[config.mk]
export PLATFORM = sky130hd
export DESIGN_NAME = magic_length_frame_deframer_flat
export DESIGN_NICKNAME = d
export VERILOG_FILES = /design/src/rtl/core/mlfd_pkg.sv /design/src/rtl/core/mlfd_in_if.sv /design/src/rtl/core/mlfd_out_if.sv /design/src/rtl/core/mlfd_cfg_if.sv /design/src/rtl/core/mlfd_parser.sv /design/src/rtl/core/magic_length_frame_deframer.sv /design/src/flat_wrapper.sv
export SDC_FILE = /design/constraint.sdc
export NUM_CORES = 1
export LEC_CHECK = 0
export BUFFER_PORTS_ARGS = -buffer_cell sky130_fd_sc_hd__buf_4
export CAP_MARGIN = 30
export CORE_MARGIN = 2
export CORE_UTILIZATION = 50
export CTS_CLUSTER_DIAMETER = 50
export CTS_CLUSTER_SIZE = 28
export DETAILED_ROUTE_END_ITERATION = 6
export PLACE_DENSITY = 0.7
export SYNTH_ARGS = -nofsm -noshare
export SYNTH_HDL_FRONTEND = slang
export SYNTH_SLANG_ARGS = --single-unit
[constraint.sdc]
create_clock -name clk -period 10 [get_ports clk]
set_input_delay 0.5 -clock clk [delete_from_list [all_inputs] [get_ports clk]]
set_output_delay 0.5 -clock clk [all_outputs]
set_load 0.005 [all_outputs]
[src/rtl/core/mlfd_pkg.sv]
// ----------------------------------------------------------------------------
// mlfd_pkg
// Shared types and constants of the magic and length frame deframer.
// ----------------------------------------------------------------------------
package mlfd_pkg;

  localparam int unsigned MAX_FRAME_LEN = 65536;
  localparam int LEN_W = 17;
  localparam int CFG_INDEX_W = 3;

  typedef enum logic [1:0] {
    PH_MAGIC  = 2'd0,
    PH_LENGTH = 2'd1,
    PH_DATA   = 2'd2,
    PH_CHECK  = 2'd3
  } phase_t;

  typedef enum logic [2:0] {
    ST_DATA_OK    = 3'd0,
    ST_REG_OK     = 3'd1,
    ST_BAD_MAGIC  = 3'd2,
    ST_BAD_LENGTH = 3'd3,
    ST_BAD_SUM    = 3'd4,
    ST_UNKNOWN    = 3'd5,
    ST_SHORT      = 3'd6
  } status_t;

  typedef enum logic [CFG_INDEX_W-1:0] {
    REG_MAGIC_WORD       = 3'd0,
    REG_MAX_LENGTH       = 3'd1,
    REG_CHECK_LENGTH     = 3'd2,
    REG_TRANSFER_COMMAND = 3'd3,
    REG_REGISTER_COMMAND = 3'd4
  } cfg_reg_t;

  typedef struct packed {
    logic [15:0]      magic_word;
    logic [LEN_W-1:0] max_length;
    logic [LEN_W-1:0] check_length;
    logic [15:0]      transfer_command;
    logic [15:0]      register_command;
  } cfg_t;

  typedef struct packed {
    logic             kind;
    logic [7:0]       data;
    status_t          status;
    logic [LEN_W-1:0] count;
  } result_t;

endpackage

[src/rtl/core/mlfd_in_if.sv]
// ----------------------------------------------------------------------------
// mlfd_in_if
// Byte input channel with valid and ready.
// ----------------------------------------------------------------------------
interface mlfd_in_if;
  logic       valid;
  logic       ready;
  logic [7:0] in_byte;

  modport source (output valid, output in_byte, input ready);
  modport sink (input valid, input in_byte, output ready);
endinterface

[src/rtl/core/mlfd_out_if.sv]
// ----------------------------------------------------------------------------
// mlfd_out_if
// Result channel carrying payload bytes and frame verdicts.
// ----------------------------------------------------------------------------
interface mlfd_out_if;
  logic        valid;
  logic        ready;
  logic        out_kind;
  logic [7:0]  out_byte;
  logic [2:0]  frame_status;
  logic [16:0] payload_count;

  modport source (output valid, output out_kind, output out_byte,
                  output frame_status, output payload_count, input ready);
  modport sink (input valid, input out_kind, input out_byte,
                input frame_status, input payload_count, output ready);
endinterface

[src/rtl/core/mlfd_cfg_if.sv]
// ----------------------------------------------------------------------------
// mlfd_cfg_if
// Configuration write channel carrying a register index and write data.
// ----------------------------------------------------------------------------
interface mlfd_cfg_if;
  logic        valid;
  logic        ready;
  logic [2:0]  index;
  logic [16:0] data;

  modport source (output valid, output index, output data, input ready);
  modport sink (input valid, input index, input data, output ready);
endinterface

[src/rtl/core/mlfd_parser.sv]
// ----------------------------------------------------------------------------
// mlfd_parser
// Frame parsing state machine: consumes one byte per step and yields at
// most one result for it.
// ----------------------------------------------------------------------------
module mlfd_parser (
  input  logic             clk,
  input  logic             rst,
  input  logic             step,
  input  logic [7:0]       in_byte,
  input  mlfd_pkg::cfg_t   cfg,
  output logic             emit,
  output mlfd_pkg::result_t result
);

  mlfd_pkg::phase_t              phase, phase_next;
  logic [mlfd_pkg::LEN_W-1:0]    field_count, field_count_next;
  logic [31:0]                   header_shift, header_shift_next;
  logic [mlfd_pkg::LEN_W-1:0]    frame_length, frame_length_next;
  logic [15:0]                   running_sum, running_sum_next;
  logic [15:0]                   command_word, command_word_next;

  logic [mlfd_pkg::LEN_W-1:0]    count_inc;
  logic [31:0]                   shifted;
  logic [mlfd_pkg::LEN_W-1:0]    cap;
  logic                          passing;

  always_ff @(posedge clk) begin
    if (rst) begin
      phase        <= mlfd_pkg::PH_MAGIC;
      field_count  <= '0;
      header_shift <= '0;
      frame_length <= '0;
      running_sum  <= '0;
      command_word <= '0;
    end else if (step) begin
      phase        <= phase_next;
      field_count  <= field_count_next;
      header_shift <= header_shift_next;
      frame_length <= frame_length_next;
      running_sum  <= running_sum_next;
      command_word <= command_word_next;
    end
  end

  assign count_inc = field_count + mlfd_pkg::LEN_W'(1);
  assign shifted   = {header_shift[23:0], in_byte};
  assign cap       = (cfg.max_length > mlfd_pkg::LEN_W'(mlfd_pkg::MAX_FRAME_LEN)) ?
                     mlfd_pkg::LEN_W'(mlfd_pkg::MAX_FRAME_LEN) : cfg.max_length;
  assign passing   = (command_word == cfg.transfer_command) &&
                     (command_word != cfg.register_command) &&
                     (frame_length > mlfd_pkg::LEN_W'(2));

  always_comb begin
    phase_next        = phase;
    field_count_next  = count_inc;
    header_shift_next = shifted;
    frame_length_next = frame_length;
    running_sum_next  = running_sum;
    command_word_next = command_word;
    emit              = 1'b0;
    result            = '0;
    unique case (phase)
      mlfd_pkg::PH_MAGIC: begin
        if (count_inc >= mlfd_pkg::LEN_W'(2)) begin
          field_count_next  = '0;
          header_shift_next = '0;
          if (shifted[15:0] != cfg.magic_word) begin
            emit          = 1'b1;
            result.kind   = 1'b1;
            result.status = mlfd_pkg::ST_BAD_MAGIC;
          end else begin
            phase_next = mlfd_pkg::PH_LENGTH;
          end
        end
      end
      mlfd_pkg::PH_LENGTH: begin
        if (count_inc >= mlfd_pkg::LEN_W'(4)) begin
          field_count_next  = '0;
          header_shift_next = '0;
          if ((shifted == 32'd0) || (shifted > {15'd0, cap})) begin
            emit          = 1'b1;
            result.kind   = 1'b1;
            result.status = mlfd_pkg::ST_BAD_LENGTH;
            phase_next    = mlfd_pkg::PH_MAGIC;
          end else begin
            frame_length_next = shifted[mlfd_pkg::LEN_W-1:0];
            running_sum_next  = '0;
            command_word_next = '0;
            phase_next        = mlfd_pkg::PH_DATA;
          end
        end
      end
      mlfd_pkg::PH_DATA: begin
        header_shift_next = header_shift;
        if (field_count < cfg.check_length) begin
          running_sum_next = running_sum + {8'd0, in_byte};
        end
        if (field_count < mlfd_pkg::LEN_W'(2)) begin
          command_word_next = {command_word[7:0], in_byte};
        end else if (passing) begin
          emit        = 1'b1;
          result.data = in_byte;
        end
        if (count_inc >= frame_length) begin
          field_count_next  = '0;
          header_shift_next = '0;
          phase_next        = mlfd_pkg::PH_CHECK;
        end
      end
      mlfd_pkg::PH_CHECK: begin
        if (count_inc >= mlfd_pkg::LEN_W'(2)) begin
          field_count_next  = '0;
          header_shift_next = '0;
          phase_next        = mlfd_pkg::PH_MAGIC;
          emit              = 1'b1;
          result.kind       = 1'b1;
          result.count      = passing ? (frame_length - mlfd_pkg::LEN_W'(2)) : '0;
          if (shifted[15:0] != running_sum) begin
            result.status = mlfd_pkg::ST_BAD_SUM;
          end else if (frame_length <= mlfd_pkg::LEN_W'(2)) begin
            result.status = mlfd_pkg::ST_SHORT;
          end else if (command_word == cfg.register_command) begin
            result.status = mlfd_pkg::ST_REG_OK;
          end else if (command_word == cfg.transfer_command) begin
            result.status = mlfd_pkg::ST_DATA_OK;
          end else begin
            result.status = mlfd_pkg::ST_UNKNOWN;
          end
        end
      end
      default: begin
        phase_next = mlfd_pkg::PH_MAGIC;
      end
    endcase
  end

endmodule

[src/rtl/core/magic_length_frame_deframer.sv]
// ----------------------------------------------------------------------------
// magic_length_frame_deframer
// Parses magic and length prefixed frames from a byte stream, passes
// transfer payload bytes through and ends every frame with one verdict item.
// ----------------------------------------------------------------------------
// The block accepts one byte item in every cycle while the consumer takes
// results and offers at most one result item for it from the output register:
// the byte is held in an input register, and when the parser steps on it, it
// updates its counters and running sum and the result lands in an output
// register. The parser state loop is the only recurrence, so the rate stays at
// one item per cycle while the consumer takes results; payload bytes are passed
// on before the checksum is known, and the closing verdict item tells the
// consumer whether to keep them.
module magic_length_frame_deframer (
  input logic        clk,
  input logic        rst,
  mlfd_cfg_if.sink   cfg,
  mlfd_in_if.sink    ingress,
  mlfd_out_if.source egress
);

  mlfd_pkg::cfg_t    cfg_regs;
  logic              in_valid;
  logic [7:0]        in_data;
  logic              out_valid;
  mlfd_pkg::result_t out_data;
  logic              emit;
  mlfd_pkg::result_t result;
  logic              step;

  assign cfg.ready = 1'b1;

  always_ff @(posedge clk) begin
    if (rst) begin
      cfg_regs.magic_word       <= 16'd0;
      cfg_regs.max_length       <= mlfd_pkg::LEN_W'(65536);
      cfg_regs.check_length     <= mlfd_pkg::LEN_W'(65536);
      cfg_regs.transfer_command <= 16'd0;
      cfg_regs.register_command <= 16'd1;
    end else if (cfg.valid && cfg.ready) begin
      unique case (cfg.index)
        mlfd_pkg::REG_MAGIC_WORD:       cfg_regs.magic_word       <= cfg.data[15:0];
        mlfd_pkg::REG_MAX_LENGTH:       cfg_regs.max_length       <= cfg.data;
        mlfd_pkg::REG_CHECK_LENGTH:     cfg_regs.check_length     <= cfg.data;
        mlfd_pkg::REG_TRANSFER_COMMAND: cfg_regs.transfer_command <= cfg.data[15:0];
        mlfd_pkg::REG_REGISTER_COMMAND: cfg_regs.register_command <= cfg.data[15:0];
        default: begin
        end
      endcase
    end
  end

  mlfd_parser u_parser (
    .clk     (clk),
    .rst     (rst),
    .step    (step),
    .in_byte (in_data),
    .cfg     (cfg_regs),
    .emit    (emit),
    .result  (result)
  );

  assign step          = in_valid && (!emit || !out_valid || egress.ready);
  assign ingress.ready = !in_valid || step;

  always_ff @(posedge clk) begin
    if (rst) begin
      in_valid <= 1'b0;
    end else if (ingress.ready) begin
      in_valid <= ingress.valid;
    end
  end

  always_ff @(posedge clk) begin
    if (ingress.valid && ingress.ready) begin
      in_data <= ingress.in_byte;
    end
  end

  always_ff @(posedge clk) begin
    if (rst) begin
      out_valid <= 1'b0;
    end else if (step && emit) begin
      out_valid <= 1'b1;
    end else if (egress.ready) begin
      out_valid <= 1'b0;
    end
  end

  always_ff @(posedge clk) begin
    if (step && emit) begin
      out_data <= result;
    end
  end

  assign egress.valid         = out_valid;
  assign egress.out_kind      = out_data.kind;
  assign egress.out_byte      = out_data.data;
  assign egress.frame_status  = out_data.status;
  assign egress.payload_count = out_data.count;

`ifndef ASSERT_OFF
  a_payload_fields_clear: assert property (@(posedge clk) disable iff (rst)
    (egress.valid && !egress.out_kind) |->
      (egress.frame_status == mlfd_pkg::ST_DATA_OK && egress.payload_count == 17'd0))
    else $error("payload item carries status or count");

  a_verdict_byte_clear: assert property (@(posedge clk) disable iff (rst)
    (egress.valid && egress.out_kind) |-> (egress.out_byte == 8'd0))
    else $error("verdict item carries a byte value");

  a_stall_only_on_full_output: assert property (@(posedge clk) disable iff (rst)
    !ingress.ready |-> (egress.valid && !egress.ready))
    else $error("input stalled while the output could take an item");

  a_no_result_after_reset: assert property (@(posedge clk)
    $past(rst) |-> !egress.valid)
    else $error("result item offered straight after reset");
`endif

endmodule

[src/flat_wrapper.sv]
// flat-port wrapper written by rule: the top's interface ports become plain ports
module magic_length_frame_deframer_flat 
  (clk, rst, cfg_valid, cfg_index, cfg_data, cfg_ready, ingress_valid, ingress_in_byte, ingress_ready, egress_valid, egress_out_kind, egress_out_byte, egress_frame_status, egress_payload_count, egress_ready);
  mlfd_cfg_if cfg_i ();
  mlfd_in_if ingress_i ();
  mlfd_out_if egress_i ();
  input logic clk;
  input logic rst;
  input wire logic [$bits(cfg_i.valid)-1:0] cfg_valid;
  input wire logic [$bits(cfg_i.index)-1:0] cfg_index;
  input wire logic [$bits(cfg_i.data)-1:0] cfg_data;
  output wire logic [$bits(cfg_i.ready)-1:0] cfg_ready;
  input wire logic [$bits(ingress_i.valid)-1:0] ingress_valid;
  input wire logic [$bits(ingress_i.in_byte)-1:0] ingress_in_byte;
  output wire logic [$bits(ingress_i.ready)-1:0] ingress_ready;
  output wire logic [$bits(egress_i.valid)-1:0] egress_valid;
  output wire logic [$bits(egress_i.out_kind)-1:0] egress_out_kind;
  output wire logic [$bits(egress_i.out_byte)-1:0] egress_out_byte;
  output wire logic [$bits(egress_i.frame_status)-1:0] egress_frame_status;
  output wire logic [$bits(egress_i.payload_count)-1:0] egress_payload_count;
  input wire logic [$bits(egress_i.ready)-1:0] egress_ready;
  assign cfg_i.valid = cfg_valid;
  assign cfg_i.index = cfg_index;
  assign cfg_i.data = cfg_data;
  assign cfg_ready = cfg_i.ready;
  assign ingress_i.valid = ingress_valid;
  assign ingress_i.in_byte = ingress_in_byte;
  assign ingress_ready = ingress_i.ready;
  assign egress_valid = egress_i.valid;
  assign egress_out_kind = egress_i.out_kind;
  assign egress_out_byte = egress_i.out_byte;
  assign egress_frame_status = egress_i.frame_status;
  assign egress_payload_count = egress_i.payload_count;
  assign egress_i.ready = egress_ready;
  magic_length_frame_deframer u_core (.clk(clk), .rst(rst), .cfg(cfg_i), .ingress(ingress_i), .egress(egress_i));
endmodule
* Word-level counts from Yosys, hierarchy flattened
Cells that the tools add are included.
** Cells by class
- Add/subtract/negate cells :: 3
- Multipliers :: 0
- Divide/modulo/power cells :: 0
- Magnitude comparators :: 9
- Equal/unequal tests :: 20
- Shift-type cells :: 0
- Muxes and demuxes :: 44
- Bitwise logic cells :: 3
- Reductions and logical operators :: 30
** Operators by type and width (number)
- 17-bit two-way mux :: 5
- 24-bit two-way mux :: 3
- 24-bit one-hot mux with 3 select lines :: 1
- 16-bit two-way mux :: 4
- 16-bit one-hot mux with 2 select lines :: 2
- 17-bit one-hot mux with 3 select lines :: 1
- 16-bit != test :: 3
- 16-bit == test :: 2
- 32-bit by 17-bit greater-than comparator with 1-bit output :: 1
- 32-bit logical NOT :: 1
- 2-bit two-way mux :: 10
- 20-bit two-way mux :: 1
- 17-bit by 1-bit adder with 17-bit output, second input constant :: 1
- 17-bit >= comparator :: 1
- 17-bit by 2-bit >= comparator with 1-bit output, second input constant :: 1
- 17-bit by 3-bit >= comparator with 1-bit output, second input constant :: 1
- 17-bit greater-than comparator, second input constant :: 1
- 17-bit by 2-bit greater-than comparator with 1-bit output, second input constant :: 1
- 17-bit by 2-bit <= comparator with 1-bit output, second input constant :: 1
- 17-bit less-than comparator :: 1
- 17-bit by 2-bit less-than comparator with 1-bit output, second input constant :: 1
- 17-bit by 2-bit subtractor with 17-bit output, second input constant :: 1
- 16-bit by 8-bit adder with 16-bit output :: 1
- 2-bit != test, second input constant :: 8
- other kinds (25) :: 56
** Storage, ports and cells
- Register bits :: 213
- Bits in latches :: 0
- RAM bits :: 0
- Bits in read-only memories :: 0
- Input bits :: 33
- Output and inout bits :: 32
- Memories :: 0

* Logic depth before layout (Yosys ltp)
- Word-level depth :: 13
- Depth in mapped cells :: 18
- Gate-level depth less buffers :: 15

* By module
Synthesis repeated with hierarchy kept, for this count alone.
** Second synthesis, totals
- Cells, all modules :: 1190
- Area, all modules :: 11578.6 sq um
** By module, submodules not included
- mlfd_parser :: times used 1, cells each 847, area each 7108.1 sq um, seq. area each 1841.8 sq um
- magic_length_frame_deframer :: times used 1, cells each 343, area each 4470.5 sq um, seq. area each 2792.7 sq um

* Least setup slack after synthesis
Ideal clock, no wire load.
- Path kind :: flip-flop to flip-flop
- From :: register u_core.cfg_regs[52] in the netlist's numbering
- To :: register u_core.out_data (netlist bit u_core.egress.frame_status[0]) (enable)
- Library setup time :: 0.384 ns
- Arrival :: 3.781 ns
- Required time :: 9.616 ns
- Setup slack :: 5.836 ns
- Cell stages (with the launch flop) :: 14
- Path buffers :: 1
- Cells stage by stage :: dfxtp_1 nor4_1 a41o_1 clkbuf_1 nand2_1 ha_1 nand4_1 or4_1 o32a_1 o31ai_1 a2bb2oi_1 a211oi_4 o211ai_1 inv_1
** Between the ends
- Longest elaborated chain between the ends :: 12
** Ends and longest elaborated chain
- from (decl) :: line magic_length_frame_deframer.sv:22 : mlfd_pkg::cfg_t cfg_regs;
- 17-bit greater-than comparator :: line mlfd_parser.sv:48 : assign cap = (cfg.max_length > mlfd_pkg::LEN_W'(mlfd_pkg::MAX_FRAME_LEN)) ?
- 17-bit two-way mux * :: line mlfd_parser.sv:48
- 32-bit by 17-bit greater-than comparator with 1-bit output * :: line mlfd_parser.sv:81 : if ((shifted == 32'd0) || (shifted > {15'd0, cap})) begin
- 1-bit logical OR * :: line mlfd_parser.sv:81
- 1-bit two-way mux * :: line mlfd_parser.sv:81
- 1-bit two-way mux * :: line mlfd_parser.sv:78 : if (count_inc >= mlfd_pkg::LEN_W'(4)) begin
- 1-bit one-hot mux with 4 select lines * :: line mlfd_parser.sv:63 : unique case (phase)
- 1-bit logical NOT :: line magic_length_frame_deframer.sv:63 : assign step = in_valid && (!emit || !out_valid || egress.ready);
- 1-bit logical OR (2 in series) :: line magic_length_frame_deframer.sv:63
- 1-bit logical AND :: line magic_length_frame_deframer.sv:63
- 1-bit logical AND * :: line magic_length_frame_deframer.sv:91 : if (step && emit) begin
- to (signal assigned) :: line magic_length_frame_deframer.sv:92 : out_data <= result;
- to (decl) :: line magic_length_frame_deframer.sv:26 : mlfd_pkg::result_t out_data;
Mark *: on every way between the ends. The rest lies on a longest branch, timed or not.
A chain may end at the register's enable or synchronous reset.

* Worst setup path after layout
- From :: register u_core.cfg_regs[60] in the netlist's numbering
- To :: output ingress_ready
** Between the ends
- Longest elaborated chain between the ends :: 12
** Ends and longest elaborated chain
- 17-bit greater-than comparator :: line mlfd_parser.sv:48
- 17-bit two-way mux * :: line mlfd_parser.sv:48
- 32-bit by 17-bit greater-than comparator with 1-bit output * :: line mlfd_parser.sv:81
- 1-bit logical OR * :: line mlfd_parser.sv:81
- 1-bit two-way mux * :: line mlfd_parser.sv:81
- 1-bit two-way mux * :: line mlfd_parser.sv:78
- 1-bit one-hot mux with 4 select lines * :: line mlfd_parser.sv:63
- 1-bit logical NOT * :: line magic_length_frame_deframer.sv:63
- 1-bit logical OR * (2 in series) :: line magic_length_frame_deframer.sv:63
- 1-bit logical AND * :: line magic_length_frame_deframer.sv:63
- 1-bit logical OR * :: line magic_length_frame_deframer.sv:64 : assign ingress.ready = !in_valid || step;
- to (decl) :: line flat_wrapper.sv:15 : output wire logic [$bits(ingress_i.ready)-1:0] ingress_ready;
Marks and branches as above.

==> out/qor.txt <==
Post-Syn Instances: 1369
HPWL after DPL: 21600 µm
Syn Nets: 1471
CP Launch Type: flip-flop
total gr overflow: 0
Cell variety after synth: 65
fin. max-slew vios: 0
top-level I/O count: 65
Clock Power Share: 43.7%
length of routed met3 wiring: 1970 µm
period utilization: 50.4%
Post-CTS Resized: 0
die area: 24000 µm²
drt via density: 5.78
P_sw: 0.482 mW
commonest non-fill, non-tap cell in the layout: nand2_1
post-route minimum period: 5.04 ns
CP Data Required Time: 9.50 ns
Hold WC Path Type: in -> reg
Final Hold Vio Count: 0
EDFF count, synth: 37
Layout area overhead: 12.2%
worst-case reg-to-reg path depth: 14
largest net degree at the start of global routing: 88
VDD IR max: 124 µV
clk buf depth: 3
Worst Setup Path Type: reg -> out
# setup viols final: 0
Max Used Layer: met4
row count: 55
commonest non-fill, non-tap cells in the layout: 270 x nand2_1, 176 x dfxtp_1, 166 x a21oi_1, 75 x inv_1, 74 x buf_4
via count: 9758
antenna viol nets, final: 0
critical-path maximum fanout: 10
worst clock skew: 0.0207 ns
CTS H-tree lvls: 1
drt total wl: 30400 µm
pre-CTS setup slack: 5.14 ns
Post-Syn Area: 11400 µm²
Max-Slew Margin vs Limit: 45.4%
Avg WL per Cell: 18.0 µm
Pint: 1.37 mW
status: finished, final reports clean
syn avg cell area: 8.31 µm²
setup bufs post-CTS: 0
final net count: 1489
Area contributors post-synth: dfxtp_1 31%, edfxtp_1 9.8%, nand2_1 8.9%
Worst EP arrival: 4.54 ns
WHS Endpoint: u_core.in_data[0]
CTS tree: done
root buf cell: clkbuf_16
R2R Setup Slk: 5.10 ns
Ant. Diodes: 0
sequential share of the synthesized area: 40.7%
met2 WL: 13900 µm
core footprint: 22500 µm²
IO Port Bufs: 63
RSZ-0062 raised after global routing: no
Main synth FF type: dfxtp_1
DR DRC count: 0
1st-pass router iterations: 4
setup_tns: 0 ns
switching share of power: 26.1%
Fill cells: 2011
Reg-to-Reg Start: u_core.cfg_regs[60]
leakage power: 5.14 nW
Logic pwr share: 7.2%
GP Congestion: 0.963
Synth top area share: 31.0%
PnR worst setup slack: 4.96 ns
CP Capture Type: primary output
initial core utilization: 50.6%
DRT iter0 DRCs: 764
asr flop ratio synth: 0%
global-route usage over all layers: 24.9%
die width: 155 µm
CTS Buf Count: 22
WHS Path Cells: 1
max-cap viol count: 0
power per cell area: 145 nW/µm²
DIE HEIGHT: 155 µm
final core occ: 56.7%
vias in the first global route: 8788
first-pass GRT wire length: 48200 µm
Clock Sinks: 213
Flop pwr share: 49.1%
hold buffers post-CTS: 0
Slew @ Worst Pin: 0.818 ns
Synth warnings: 0
Reg clk slew, reported paths: 0.06 ns
clock latency on the worst-skew pair: 0.52 ns
HP Start: ingress_in_byte[0]
layout cells sized above 1: 10.0%
flops & latches, synth: 213
Yosys top cell by area: dfxtp_1
R2R Path End: u_core.u_parser.running_sum[13]
Routed met1 length: 13700 µm
Max Fclk: 199 MHz
initial antenna violation count: 0
==> worst max-delay path by stage <==
stage                                   start  depth (start not counted)  slack [ns]                              end
after floorplan           u_core.cfg_regs[52]                         13        5.84    u_core.egress.frame_status[0]
after global placement    u_core.cfg_regs[60]                         13        5.05   u_core.u_parser.running_sum[8]
after detailed placement  u_core.cfg_regs[60]                         14        5.14  u_core.u_parser.running_sum[10]
after CTS                 u_core.cfg_regs[60]                         13        5.00                    ingress_ready
after global routing      u_core.cfg_regs[60]                         13        4.73                    ingress_ready
final                     u_core.cfg_regs[60]                         13        4.96                    ingress_ready
==> critical path: stages (launching register included) <==
cell and delay (ns):
dfxtp_1 0.32, nor4_1 0.37, a41o_1 0.42, nand2_1 0.12, ha_1 0.33, nand4_1 0.14, or4_1 0.57, o32a_1 0.36
o31ai_1 0.14, a2bb2oi_1 0.24, a211oi_4 0.46, a21oi_1 0.14, nand3_1 0.25, buf_4 0.16
==> area by class of cell <==
type                    instances  area (µm²)  share of cell area [%]
flip-flops and latches        213        4630                    36.3
multi-input cells             996        6150                    48.1
repair buffers                 78         633                    4.96
clock inverters                16         133                    1.04
inverters                      76         285                    2.23
well taps                     285         357                    2.79
clock buffers                  24         579                    4.54
==> cell usage after synthesis (3+ instances only) <==
cell type,count
a21oi_1,166
o32ai_1,3
or3b_2,8
nand2b_1,4
nand2_1,270
a211oi_1,4
or3_1,30
nor3_1,14
xor2_1,54
a211o_1,6
nand3b_1,17
o31ai_1,5
o41ai_1,12
a31oi_1,5
o2111ai_1,6
o21ai_0,23
clkbuf_1,76
or2_2,13
buf_2,6
o211ai_1,5
o21bai_1,3
mux2i_1,21
nor4_1,43
a21boi_0,3
or4_1,13
dfxtp_1,176
nor2b_1,7
nand3_1,20
or4b_1,5
and3_1,5
nor2_1,63
inv_1,75
a21o_1,14
and2_1,6
and4_1,5
nand4_1,16
ha_1,68
xnor2_1,35
edfxtp_1,37
==> per-layer routing <==
| layer | GRT usage, % | vias up |
|---|---|---|
| met3 | 3.09 | 45 |
| met2 | 40.1 | 314 |
| met1 | 35.3 | 4581 |
| met4 | 7.45 | 0 |
| li1 | - | 4818 |
| met5 | 0 | - |
==> cells by family (layout without fill, tap and decap cells) <==
| logic type | count (synthesis) | in the layout | synth area share [%] |
|---|---|---|---|
| muxes | 21 | 21 | 1.85 |
| AOI/OAI and AO/OA | 272 | 272 | 14.4 |
| xor gates and xnor gates | 89 | 89 | 6.85 |
| buffers and inverters | 160 | 194 | 5.38 |
| DFF | 213 | 213 | 40.7 |
| other | 1 | 1 | 0.0330 |
| and+or+nand+nor | 544 | 544 | 23.1 |
| adders and majority gates | 69 | 69 | 7.65 |
==> power by group through the flow <==
stage | combinational (mW) | sequential (mW) | clock (mW)
floorplan | 0.0885 | 0.914 | 0
global placement | 0.128 | 0.927 | 0
detailed placement | 0.132 | 0.928 | 0
CTS | 0.133 | 0.908 | 0.822
global route | 0.148 | 0.910 | 0.857
finish | 0.134 | 0.909 | 0.809
==> stage by stage <==
stage / instances / hold WS [ns] / instance area, µm² / power [mW]
floorplan: 1369 / 0.432 / 11400 / 1.00
global placement: 1642 / 0.439 / 12000 / 1.06
finish: 1688 / 0.173 / 12800 / 1.85
CTS: 1687 / 0.165 / 12800 / 1.86
detailed placement: 1647 / 0.445 / 12000 / 1.06
global route: 1688 / 0.161 / 12800 / 1.91
==> state kept, by name, indices dropped and copies added, names as in the netlist, named ones only <==
| signal | flops |
|---|---|
| u_core.in_data | 8 |
| u_core.egress.frame_status | 3 |
| u_core.u_parser.field_count | 17 |
| u_core.cfg_regs | 82 |
| u_core.u_parser.header_shift | 24 |
| u_core.egress.out_kind | 1 |
| u_core.u_parser.command_word | 16 |
| u_core.u_parser.running_sum | 16 |
| u_core.egress.out_byte | 8 |
| u_core.egress.payload_count | 17 |
| u_core.egress.valid | 1 |
| u_core.u_parser.frame_length | 17 |
| u_core.in_valid | 1 |
| u_core.u_parser.phase | 1 |
Note: power is estimated with default switching activity, not from simulation.
